$ cat src/rtl/core/sfpr_pkg.sv
// Package for the synchronized framed packet receiver.
// Holds the item structs, the parser phase codes and the register and status codes.
// No dependencies.
`timescale 1ns / 1ps
`default_nettype none

package sfpr_pkg;

  // One received byte and its arrival tick
  typedef struct packed {
    logic [7:0]  rx_byte;
    logic [15:0] arrival_time;
  } rx_item_t;

  // One result item: buffer write, frame end and timeout flags
  typedef struct packed {
    logic       buf_write;
    logic [8:0] buf_index;
    logic [7:0] buf_data;
    logic       packet_done;
    logic [1:0] frame_status;
    logic       timed_out;
  } res_item_t;

  // Parser phases
  localparam logic [3:0] PH_SYNC1   = 4'd0;
  localparam logic [3:0] PH_SYNC2   = 4'd1;
  localparam logic [3:0] PH_ADDR    = 4'd2;
  localparam logic [3:0] PH_PLEN    = 4'd3;
  localparam logic [3:0] PH_CMD     = 4'd4;
  localparam logic [3:0] PH_ACK     = 4'd5;
  localparam logic [3:0] PH_OLEN    = 4'd6;
  localparam logic [3:0] PH_OID1    = 4'd7;
  localparam logic [3:0] PH_OID2    = 4'd8;
  localparam logic [3:0] PH_CONTENT = 4'd9;
  localparam logic [3:0] PH_CHKSUM  = 4'd10;

  // Buffer positions of the header bytes
  localparam logic [8:0] IDX_ADDR       = 9'd0;
  localparam logic [8:0] IDX_PLEN       = 9'd1;
  localparam logic [8:0] IDX_CMD        = 9'd2;
  localparam logic [8:0] IDX_ACK        = 9'd3;
  localparam logic [8:0] IDX_OLEN       = 9'd4;
  localparam logic [8:0] IDX_OID1       = 9'd5;
  localparam logic [8:0] IDX_OID2       = 9'd6;
  localparam logic [8:0] CONTENT_START  = 9'd7;
  localparam logic [8:0] OLEN_OFFSET    = 9'd4;
  localparam logic [8:0] PLEN_SLACK     = 9'd2;
  localparam logic [7:0] ACK_STORED     = 8'h00;

  // Frame status codes
  localparam logic [1:0] STATUS_OK      = 2'd0;
  localparam logic [1:0] STATUS_OVERRUN = 2'd1;
  localparam logic [1:0] STATUS_CHKSUM  = 2'd2;
  localparam logic [1:0] STATUS_NONE    = 2'd3;

  // Register indexes (byte address / 4)
  localparam logic [2:0] REG_SYNC_FIRST  = 3'd0;
  localparam logic [2:0] REG_SYNC_SECOND = 3'd1;
  localparam logic [2:0] REG_COMMAND     = 3'd2;
  localparam logic [2:0] REG_ACK         = 3'd3;
  localparam logic [2:0] REG_GAP_TIMEOUT = 3'd4;

  // Register reset values
  localparam logic [7:0]  SYNC_FIRST_RST  = 8'h00;
  localparam logic [7:0]  SYNC_SECOND_RST = 8'h00;
  localparam logic [7:0]  COMMAND_RST     = 8'hA0;
  localparam logic [7:0]  ACK_RST         = 8'h00;
  localparam logic [15:0] GAP_TIMEOUT_RST = 16'd10;

endpackage

`default_nettype wire

$ cat src/rtl/core/sync_framed_packet_receiver.sv
// A result is built combinationally from its byte and registered in the output stage.
// One byte per cycle while rx_stall is low; the parser update is a single registered pass.
// A two-entry output stage (output register plus skid register) keeps the input open
// while one result waits; rx_stall rises only when both entries are full.
// Reset (rst, synchronous, active high) returns the parser to sync hunting, clears
// the output stage and loads the register defaults.
`timescale 1ns / 1ps
`default_nettype none

// Top level of the framed packet receiver. Depends on sfpr_pkg.
module sync_framed_packet_receiver (
  input  wire                 clk,
  input  wire                 rst,
  // received byte channel
  input  wire                 rx_valid,
  output logic                rx_stall,
  input  sfpr_pkg::rx_item_t  rx_item,
  // result channel
  output logic                res_valid,
  input  wire                 res_stall,
  output sfpr_pkg::res_item_t res_item,
  // register port
  input  wire                 psel,
  input  wire                 penable,
  input  wire                 pwrite,
  input  wire  [4:0]          paddr,
  input  wire  [31:0]         pwdata,
  output logic [31:0]         prdata,
  output logic                pready
);

  // Configuration registers
  logic [7:0]  sync_first;
  logic [7:0]  sync_second;
  logic [7:0]  command_code;
  logic [7:0]  ack_code;
  logic [15:0] gap_timeout;

  // Parser state
  logic [3:0]  parse_phase;
  logic [3:0]  parse_phase_next;
  logic [7:0]  running_xor;
  logic [7:0]  running_xor_next;
  logic [8:0]  content_index;
  logic [8:0]  content_index_next;
  logic [7:0]  packet_length;
  logic [7:0]  packet_length_next;
  logic [7:0]  object_length;
  logic [7:0]  object_length_next;
  logic [15:0] last_arrival;
  logic        length_error_seen;
  logic        length_error_seen_next;

  // Output stage
  sfpr_pkg::res_item_t result;
  sfpr_pkg::res_item_t skid_item;
  logic                skid_valid;

  logic        in_fire;
  logic        out_free;
  logic        cfg_write;
  logic [2:0]  reg_index;
  logic [15:0] gap;
  logic        gap_expired;
  logic [3:0]  phase_eff;
  logic [8:0]  index_inc;

  assign pready    = 1'b1;
  assign reg_index = paddr[4:2];
  assign cfg_write = psel && penable && pwrite;

  // Register writes
  always_ff @(posedge clk) begin
    if (rst) begin
      sync_first   <= sfpr_pkg::SYNC_FIRST_RST;
      sync_second  <= sfpr_pkg::SYNC_SECOND_RST;
      command_code <= sfpr_pkg::COMMAND_RST;
      ack_code     <= sfpr_pkg::ACK_RST;
      gap_timeout  <= sfpr_pkg::GAP_TIMEOUT_RST;
    end else if (cfg_write) begin
      unique case (reg_index)
        sfpr_pkg::REG_SYNC_FIRST:  sync_first   <= pwdata[7:0];
        sfpr_pkg::REG_SYNC_SECOND: sync_second  <= pwdata[7:0];
        sfpr_pkg::REG_COMMAND:     command_code <= pwdata[7:0];
        sfpr_pkg::REG_ACK:         ack_code     <= pwdata[7:0];
        sfpr_pkg::REG_GAP_TIMEOUT: gap_timeout  <= pwdata[15:0];
        default: ;
      endcase
    end
  end

  // Register reads
  always_comb begin
    unique case (reg_index)
      sfpr_pkg::REG_SYNC_FIRST:  prdata = {24'd0, sync_first};
      sfpr_pkg::REG_SYNC_SECOND: prdata = {24'd0, sync_second};
      sfpr_pkg::REG_COMMAND:     prdata = {24'd0, command_code};
      sfpr_pkg::REG_ACK:         prdata = {24'd0, ack_code};
      sfpr_pkg::REG_GAP_TIMEOUT: prdata = {16'd0, gap_timeout};
      default:                   prdata = 32'd0;
    endcase
  end

  // Handshake: output slot frees when empty or being taken
  assign rx_stall = skid_valid;
  assign in_fire  = rx_valid && !rx_stall;
  assign out_free = !res_valid || !res_stall;

  // Gap test, then force hunting on a long silence
  assign gap         = rx_item.arrival_time - last_arrival;
  assign gap_expired = gap > gap_timeout;
  assign phase_eff   = gap_expired ? sfpr_pkg::PH_SYNC1 : parse_phase;
  assign index_inc   = content_index + 9'd1;

  // Parse one byte
  always_comb begin
    parse_phase_next       = phase_eff;
    running_xor_next       = running_xor;
    content_index_next     = content_index;
    packet_length_next     = packet_length;
    object_length_next     = object_length;
    length_error_seen_next = length_error_seen;
    result.buf_write       = 1'b0;
    result.buf_index       = 9'd0;
    result.buf_data        = 8'd0;
    result.packet_done     = 1'b0;
    result.frame_status    = sfpr_pkg::STATUS_OK;
    result.timed_out       = gap_expired;
    unique case (phase_eff)
      sfpr_pkg::PH_SYNC2: begin
        parse_phase_next = (rx_item.rx_byte == sync_second) ? sfpr_pkg::PH_ADDR
                                                            : sfpr_pkg::PH_SYNC1;
      end
      sfpr_pkg::PH_ADDR: begin
        running_xor_next = rx_item.rx_byte;
        result.buf_write = 1'b1;
        result.buf_index = sfpr_pkg::IDX_ADDR;
        result.buf_data  = rx_item.rx_byte;
        parse_phase_next = sfpr_pkg::PH_PLEN;
      end
      sfpr_pkg::PH_PLEN: begin
        running_xor_next   = running_xor ^ rx_item.rx_byte;
        packet_length_next = rx_item.rx_byte;
        result.buf_write   = 1'b1;
        result.buf_index   = sfpr_pkg::IDX_PLEN;
        result.buf_data    = rx_item.rx_byte;
        parse_phase_next   = (rx_item.rx_byte != 8'd0) ? sfpr_pkg::PH_CMD
                                                       : sfpr_pkg::PH_SYNC1;
      end
      sfpr_pkg::PH_CMD: begin
        if (rx_item.rx_byte == command_code) begin
          running_xor_next = running_xor ^ rx_item.rx_byte;
          result.buf_write = 1'b1;
          result.buf_index = sfpr_pkg::IDX_CMD;
          result.buf_data  = rx_item.rx_byte;
          parse_phase_next = sfpr_pkg::PH_ACK;
        end else begin
          parse_phase_next = sfpr_pkg::PH_SYNC1;
        end
      end
      sfpr_pkg::PH_ACK: begin
        if (rx_item.rx_byte == ack_code) begin
          running_xor_next       = running_xor ^ rx_item.rx_byte;
          result.buf_write       = 1'b1;
          result.buf_index       = sfpr_pkg::IDX_ACK;
          result.buf_data        = sfpr_pkg::ACK_STORED;
          length_error_seen_next = 1'b0;
          parse_phase_next       = sfpr_pkg::PH_OLEN;
        end else begin
          parse_phase_next = sfpr_pkg::PH_SYNC1;
        end
      end
      sfpr_pkg::PH_OLEN: begin
        running_xor_next   = running_xor ^ rx_item.rx_byte;
        object_length_next = rx_item.rx_byte;
        result.buf_write   = 1'b1;
        result.buf_index   = sfpr_pkg::IDX_OLEN;
        result.buf_data    = rx_item.rx_byte;
        parse_phase_next   = (rx_item.rx_byte != 8'd0) ? sfpr_pkg::PH_OID1
                                                       : sfpr_pkg::PH_SYNC1;
      end
      sfpr_pkg::PH_OID1: begin
        running_xor_next = running_xor ^ rx_item.rx_byte;
        result.buf_write = 1'b1;
        result.buf_index = sfpr_pkg::IDX_OID1;
        result.buf_data  = rx_item.rx_byte;
        parse_phase_next = sfpr_pkg::PH_OID2;
      end
      sfpr_pkg::PH_OID2: begin
        running_xor_next   = running_xor ^ rx_item.rx_byte;
        result.buf_write   = 1'b1;
        result.buf_index   = sfpr_pkg::IDX_OID2;
        result.buf_data    = rx_item.rx_byte;
        content_index_next = sfpr_pkg::CONTENT_START;
        parse_phase_next   = sfpr_pkg::PH_CONTENT;
      end
      sfpr_pkg::PH_CONTENT: begin
        running_xor_next   = running_xor ^ rx_item.rx_byte;
        result.buf_write   = 1'b1;
        result.buf_index   = content_index;
        result.buf_data    = rx_item.rx_byte;
        content_index_next = index_inc;
        // Object fully received: checksum comes next
        if (index_inc == {1'b0, object_length} + sfpr_pkg::OLEN_OFFSET) begin
          parse_phase_next = sfpr_pkg::PH_CHKSUM;
        end
        // Overrun of the packet length ends the frame at once
        if (index_inc > {1'b0, packet_length} + sfpr_pkg::PLEN_SLACK) begin
          parse_phase_next       = sfpr_pkg::PH_SYNC1;
          result.packet_done     = 1'b1;
          result.frame_status    = sfpr_pkg::STATUS_OVERRUN;
          length_error_seen_next = 1'b1;
        end
      end
      sfpr_pkg::PH_CHKSUM: begin
        result.packet_done  = 1'b1;
        result.frame_status = (rx_item.rx_byte != running_xor) ? sfpr_pkg::STATUS_CHKSUM
                                                               : sfpr_pkg::STATUS_OK;
        parse_phase_next    = sfpr_pkg::PH_SYNC1;
      end
      default: begin
        // Hunting for the first sync byte, also for unused phase codes
        parse_phase_next = (rx_item.rx_byte == sync_first) ? sfpr_pkg::PH_SYNC2
                                                           : sfpr_pkg::PH_SYNC1;
      end
    endcase
  end

  // Advance parser state on each accepted item
  always_ff @(posedge clk) begin
    if (rst) begin
      parse_phase       <= sfpr_pkg::PH_SYNC1;
      running_xor       <= 8'd0;
      content_index     <= 9'd0;
      packet_length     <= 8'd0;
      object_length     <= 8'd0;
      last_arrival      <= 16'd0;
      length_error_seen <= 1'b0;
    end else if (in_fire) begin
      parse_phase       <= parse_phase_next;
      running_xor       <= running_xor_next;
      content_index     <= content_index_next;
      packet_length     <= packet_length_next;
      object_length     <= object_length_next;
      last_arrival      <= rx_item.arrival_time;
      length_error_seen <= length_error_seen_next;
    end
  end

  // Output register and skid register control
  always_ff @(posedge clk) begin
    if (rst) begin
      res_valid  <= 1'b0;
      skid_valid <= 1'b0;
    end else if (out_free) begin
      if (skid_valid) begin
        res_valid  <= 1'b1;
        skid_valid <= 1'b0;
      end else begin
        res_valid <= in_fire;
      end
    end else if (in_fire) begin
      skid_valid <= 1'b1;
    end
  end

  // Output and skid payload
  always_ff @(posedge clk) begin
    if (out_free) begin
      if (skid_valid) begin
        res_item <= skid_item;
      end else if (in_fire) begin
        res_item <= result;
      end
    end else if (in_fire) begin
      skid_item <= result;
    end
  end

endmodule

`default_nettype wire

$ cat config.mk
export PLATFORM = sky130hd
export DESIGN_NAME = sync_framed_packet_receiver
export DESIGN_NICKNAME = d
export VERILOG_FILES = /design/src/rtl/core/sfpr_pkg.sv /design/src/rtl/core/sync_framed_packet_receiver.sv
export SDC_FILE = /design/constraint.sdc
export NUM_CORES = 1
export LEC_CHECK = 0
export ABC_CLOCK_PERIOD_IN_PS = 9200
export BUFFER_PORTS_ARGS = -buffer_cell sky130_fd_sc_hd__buf_2
export CAP_MARGIN = 20
export CORE_MARGIN = 5
export CORE_UTILIZATION = 54
export DETAILED_ROUTE_END_ITERATION = 10
export PLACE_DENSITY = 0.76
export SYNTH_ARGS = -nofsm -noshare
export SYNTH_HDL_FRONTEND = slang
export SYNTH_SLANG_ARGS = --single-unit
$ cat constraint.sdc
create_clock -name clk -period 9.2 [get_ports clk]
set_input_delay 2.3 -clock clk [delete_from_list [all_inputs] [get_ports clk]]
set_output_delay 2.3 -clock clk [all_outputs]
set_load 0.1 [all_outputs]
**Word level (Yosys, flattened, before mapping)**

Cells that the tools add are included.

- Bits in registers: 147
- Output and inout bits: 57
- Logic and storage cells: 104

- Add/subtract/negate cells: 4
- $lt $le $gt $ge: 2
- Eq/ne operators: 22
- Multiplexer cells: 24
- Bitwise logic cells: 2
- Reductions and logical operators: 25

Operator list:

| cell | count |
|---|---|
| $pmux 18 s8 | 1 |
| $pmux 16 s5 | 1 |
| $mux 22 | 2 |
| $pmux 4 s10 | 1 |
| $mux 18 | 2 |
| $eq 8x8->1 | 4 |
| $pmux 8 s4 | 1 |
| $reduce_and 2->1 | 10 |
| $pmux 9 s2 | 1 |
| $eq 4x3->1 const B | 4 |
| $gt 16x16->1 | 1 |
| $mux 8 | 2 |
| $sub 16x16->16 | 1 |
| $mux 3 | 5 |
| $eq 4x4->1 const B | 3 |
| $mux 4 | 3 |
| $add 8x2->9 const B | 1 |
| $add 8x3->9 const B | 1 |
| $add 9x1->9 const B | 1 |
| $eq 9x9->1 | 1 |
| $gt 9x9->1 | 1 |
| $eq 4x2->1 const B | 2 |
| $ne 8x8->1 | 1 |
| $reduce_bool 8->1 | 1 |
| other kinds (19) | 28 |

**Logic depth before layout (Yosys ltp)**

- Word-level depth: 7
- Depth in mapped cells: 21

**Worst setup path before layout**

Ideal clock, no wire load.

- Path type: input to output
- Start point: input port paddr[2]
- End point: output port prdata[0]
- Data arrival time: 4.591 ns
- Data required time: 6.900 ns
- Slack: 2.309 ns
- Stages on the path: 5
- Cell sequence: clkbuf_1 > clkbuf_1 > mux2_2 > a22oi_1 > o22ai_1

- Longest elaborated chain between the ends: 2

RTL lines:

| element | line | RTL |
|---|---|---|
| start: declaration | sync_framed_packet_receiver.sv:26 | `input wire [4:0] paddr,` |
| $eq 3x3->1 (tied with other cells) | sync_framed_packet_receiver.sv:94 | `unique case (reg_index)` |
| $pmux 16 s5 (*) | sync_framed_packet_receiver.sv:94 |  |
| end: declaration | sync_framed_packet_receiver.sv:28 | `output logic [31:0] prdata,` |

Mark *: on every way between the ends. The rest lies on a longest branch, timed or not.

**Worst setup path in the final report**

- Start point: input port rx_item[0] in the netlist's numbering
- End point: register parse_phase[1]

- Longest elaborated chain between the ends: 6

RTL lines:

| element | line | RTL |
|---|---|---|
| start: declaration | sync_framed_packet_receiver.sv:17 | `input sfpr_pkg::rx_item_t rx_item,` |
| $sub 16x16->16 (*) | sync_framed_packet_receiver.sv:110 | `assign gap = rx_item.arrival_time - last_arrival;` |
| $gt 16x16->1 (*) | sync_framed_packet_receiver.sv:111 | `assign gap_expired = gap > gap_timeout;` |
| $mux 4 (*) | sync_framed_packet_receiver.sv:112 | `assign phase_eff = gap_expired ? sfpr_pkg::PH_SYNC1 : parse_phase;` |
| $mux 4 | sync_framed_packet_receiver.sv:204 | `if (index_inc == {1'b0, object_length} + sfpr_pkg::OLEN_OFFSET) begin` |
| $mux 4 | sync_framed_packet_receiver.sv:208 | `if (index_inc > {1'b0, packet_length} + sfpr_pkg::PLEN_SLACK) begin` |
| $pmux 4 s10 (*) | sync_framed_packet_receiver.sv:129 | `unique case (phase_eff)` |
| end signal: assignment | sync_framed_packet_receiver.sv:232 | `parse_phase <= sfpr_pkg::PH_SYNC1;` |
| end signal: assignment | sync_framed_packet_receiver.sv:240 | `parse_phase <= parse_phase_next;` |
| end: declaration | sync_framed_packet_receiver.sv:40 | `logic [3:0] parse_phase;` |

Marks and branches as above.
A chain may end at the register's enable or synchronous reset.

==> summary.md <==
| Metric | Value |
|---|---|
| Status | `finished, final reports clean` |
| GRT Overall Usage | `0.2194` |
| Area of the multi-input gates | `4766 um2` |
| HP Class | `reg -> reg` |
| Slew of the pin with the lowest slew margin | `1096 ps` |
| Initial core utilization | `0.5449` |
| Post-cts resize count | `0` |
| Leading cell type in the layout, fill and taps excluded | `dfxtp_1` |
| Die Span X | `136.2 um` |
| Leak | `3.894 nW` |
| Period utilization | `0.7509` |
| WL final | `20,360 um` |
| Most frequent cells in the layout | `dfxtp_1 (103), nand2_1 (97), nor2_1 (89), buf_2 (89), a21oi_1 (76)` |
| Arr. time, crit path | `7250 ps` |
| Full die area | `18,540 um2` |
| Congestion Overflow GR | `0` |
| Root Driver | `clkbuf_16` |
| Final ANT Viol Nets | `0` |
| Register-to-Register Path Depth | `19` |
| Highest net fanout along the worst path | `21` |
| RePlAce Congestion | `0.9044` |
| CTS tree | `built` |
| Latest clock arrival within the worst-skew pair | `430 ps` |
| Finish-stage setup viols | `0` |
| CTS Sinks | `147` |
| Core Util, Final | `0.6128` |
| # IOs | `125` |
| Post-synth EDFFs | `44` |
| Async set or reset register ratio after synthesis | `0` |
| CTS Buf Count | `17` |
| Main synth FF type | `dfxtp_1` |
| Post-CTS Hold Buffers | `0` |
| Max VDD drop | `0.1303 mV` |
| Pre-CTS setup slack | `1946 ps` |
| N_diodes | `0` |
| Routed WL per cell | `16.20 um` |
| Largest net degree at the start of global routing | `102` |
| Worst setup EP type | `flop` |
| Synth cell types | `65` |
| Reg area | `3383 um2` |
| Layout area overhead | `12.46%` |
| R2r endpoint | `parse_phase[1]` |
| Initial antenna violation count | `0` |
| Post-CTS Setup Bufs | `0` |
| Die Height | `136.2 um` |
| Clock-pin slew on the worst setup and hold paths | `60 ps` |
| Setup tns final | `0 ps` |
| Max clock buf depth | `2` |
| Reg2Reg Setup Slack | `4000 ps` |
| Setup WS post-layout | `2292 ps` |
| Syn avg cell area | `8.905 um2` |
| Via count | `6,980` |
| WHS | `456.0 ps` |
| Via/cell ratio | `5.553` |
| Initial DRC Count | `524` |
| CP Class | `in -> reg` |
| Final Hold Fails | `0` |
| Max-cap violation count | `0` |
| Core Area | `15,770 um2` |
| Detailed placement HPWL | `14,030 um` |
| Final slew viol count | `0` |
| Layout Nets | `1,140` |
| Fill cell count | `1,390` |
| Crit path time final | `6908 ps` |
| CP required | `9540 ps` |
| Maximum clock frequency | `144.8 MHz` |
| Cells after Synth | `965` |
| Vias in the first global route | `6,518` |
| Crit path from | `rx_item[0]` |
| Post-synthesis sequential area ratio | `0.3937` |
| Startpoint Class | `input port` |
| Layout cell share with drive strength beyond 1 | `0.1623` |
| Synth Cell Area | `8593 um2` |
| Placement Rows | `46` |
| Hold Path Cell Cnt | `2` |
| Port Buffer Count | `89` |
| First-pass GRT wire length | `32,460 um` |
| RSZ-0062 raised after global routing | `no` |
| CTS HTree Levels | `4` |
| Slew headroom | `0.2692` |
| Syn. warnings | `0` |
| PD cells | `168.9 nW/um2` |
| Detailed Routing Iterations Pass 1 | `6` |
| Synth Register Bits | `147` |
| R2r startpoint | `last_arrival[0]` |
| Crit path capture | `parse_phase[1]` |
| Clock skew | `7.365 ps` |
| DRC | `0` |
metal layers:
layer | up-vias | global-route usage | routed length (um)
li1 | 3478 | - | -
met1 | 3243 | 0.3138 | 9555
met2 | 224 | 0.3374 | 9218
met3 | 35 | 0.03627 | 1202
met4 | 0 | 0.07559 | 383
met5 | - | 0 | 0
cells by family after synthesis:
kind of cell	count (synthesis)	share of synthesized area
AO/OA/AOI/OAI	174	0.1257
XOR/XNOR	77	0.08183
adder cells (fa/ha/maj)	44	0.06494
buffers and inverters	115	0.06028
flip-flops	147	0.3937
multiplexers	73	0.08896
other	2	0.0008739
AND/OR/NAND/NOR	333	0.1838
layout make-up:
cell class                 instances  share of cell area
multi-input combinational        718              0.4931
clock buffer                      18             0.04441
sequential                       147              0.3501
inverter                          47             0.01825
clock inverter                    14             0.01308
timing repair buffer              97             0.05308
tap                              216             0.02796
stage by stage:
step / power, mW / instance area [um2] / cells
final: 1.633 / 9664 / 1257
after global routing: 1.691 / 9664 / 1257
after CTS: 1.636 / 9642 / 1255
after detailed placement: 0.9846 / 9086 / 1223
after global placement: 0.9796 / 9071 / 1221
after floorplan: 0.9291 / 8650 / 980
worst max-delay path: stages:
cell,delay [ps]
buf_2,100
inv_1,40
ha_1,210
fa_1,400
nor2b_1,120
o21ai_0,100
a21boi_0,450
o211ai_1,210
a31oi_1,400
nand4b_1,200
o211ai_1,140
ha_1,170
nand4_1,120
nor4_1,400
nand4_1,160
o31ai_2,90
buf_4,310
inv_2,220
a2111oi_1,710
nand4_1,190
a31oi_1,210
synthesized netlist by cell type, drive strengths merged, types with 2 or more instances:
library cell / count / share of area
o21a: 4 / 0.0035
clkbuf: 35 / 0.015
or3: 7 / 0.0051
nand4b: 2 / 0.0020
dfxtp: 103 / 0.24
xnor2: 34 / 0.035
nand3: 45 / 0.027
nor2b: 11 / 0.0080
or4: 3 / 0.0026
nor4: 12 / 0.011
o21bai: 2 / 0.0017
o21ai: 28 / 0.016
nor2: 90 / 0.039
nand2b: 4 / 0.0029
o211ai: 7 / 0.0061
a21oi: 77 / 0.045
a211o: 2 / 0.0020
a2111oi: 2 / 0.0044
a22oi: 16 / 0.014
buf: 33 / 0.024
a211oi: 3 / 0.0026
a21boi: 4 / 0.0035
nand4: 12 / 0.0087
edfxtp: 44 / 0.15
and3: 4 / 0.0029
a21o: 4 / 0.0035
ha: 43 / 0.063
o22ai: 8 / 0.0058
mux2: 27 / 0.035
or2: 2 / 0.0015
nand2: 97 / 0.042
o31ai: 4 / 0.0035
xor2: 41 / 0.042
and2: 19 / 0.014
conb: 2 / 0.00087
inv: 47 / 0.021
a31oi: 3 / 0.0022
nor3: 21 / 0.013
mux2i: 46 / 0.054
a41oi: 2 / 0.0020
state kept, by name, summed over array words and instances (netlist names):
name and count:
content_index 9, ack_code 8, res_valid 1, res_item 22
sync_first 8, sync_second 8, command_code 8, parse_phase 4
packet_length 8, skid_item 22, object_length 8, running_xor 8
gap_timeout 16, last_arrival 16, rx_stall 1
power by group:
part	switching, mW	internal (mW)
clock	0.283	0.374
combinational	0.211	0.0763
sequential	0.00749	0.681
total	0.502	1.13
worst min-delay path by stage:
stage	start	to	slack, ps
3_3_place_gp	last_arrival[8]	last_arrival[8]	440
2_1_floorplan	gap_timeout[10]	gap_timeout[10]	440
4_1_cts	last_arrival[2]	last_arrival[2]	450
5_1_grt	last_arrival[7]	last_arrival[7]	470
6_report	last_arrival[2]	last_arrival[2]	460
3_5_place_dp	last_arrival[2]	last_arrival[2]	450
Power figures use the tool's default switching activity.
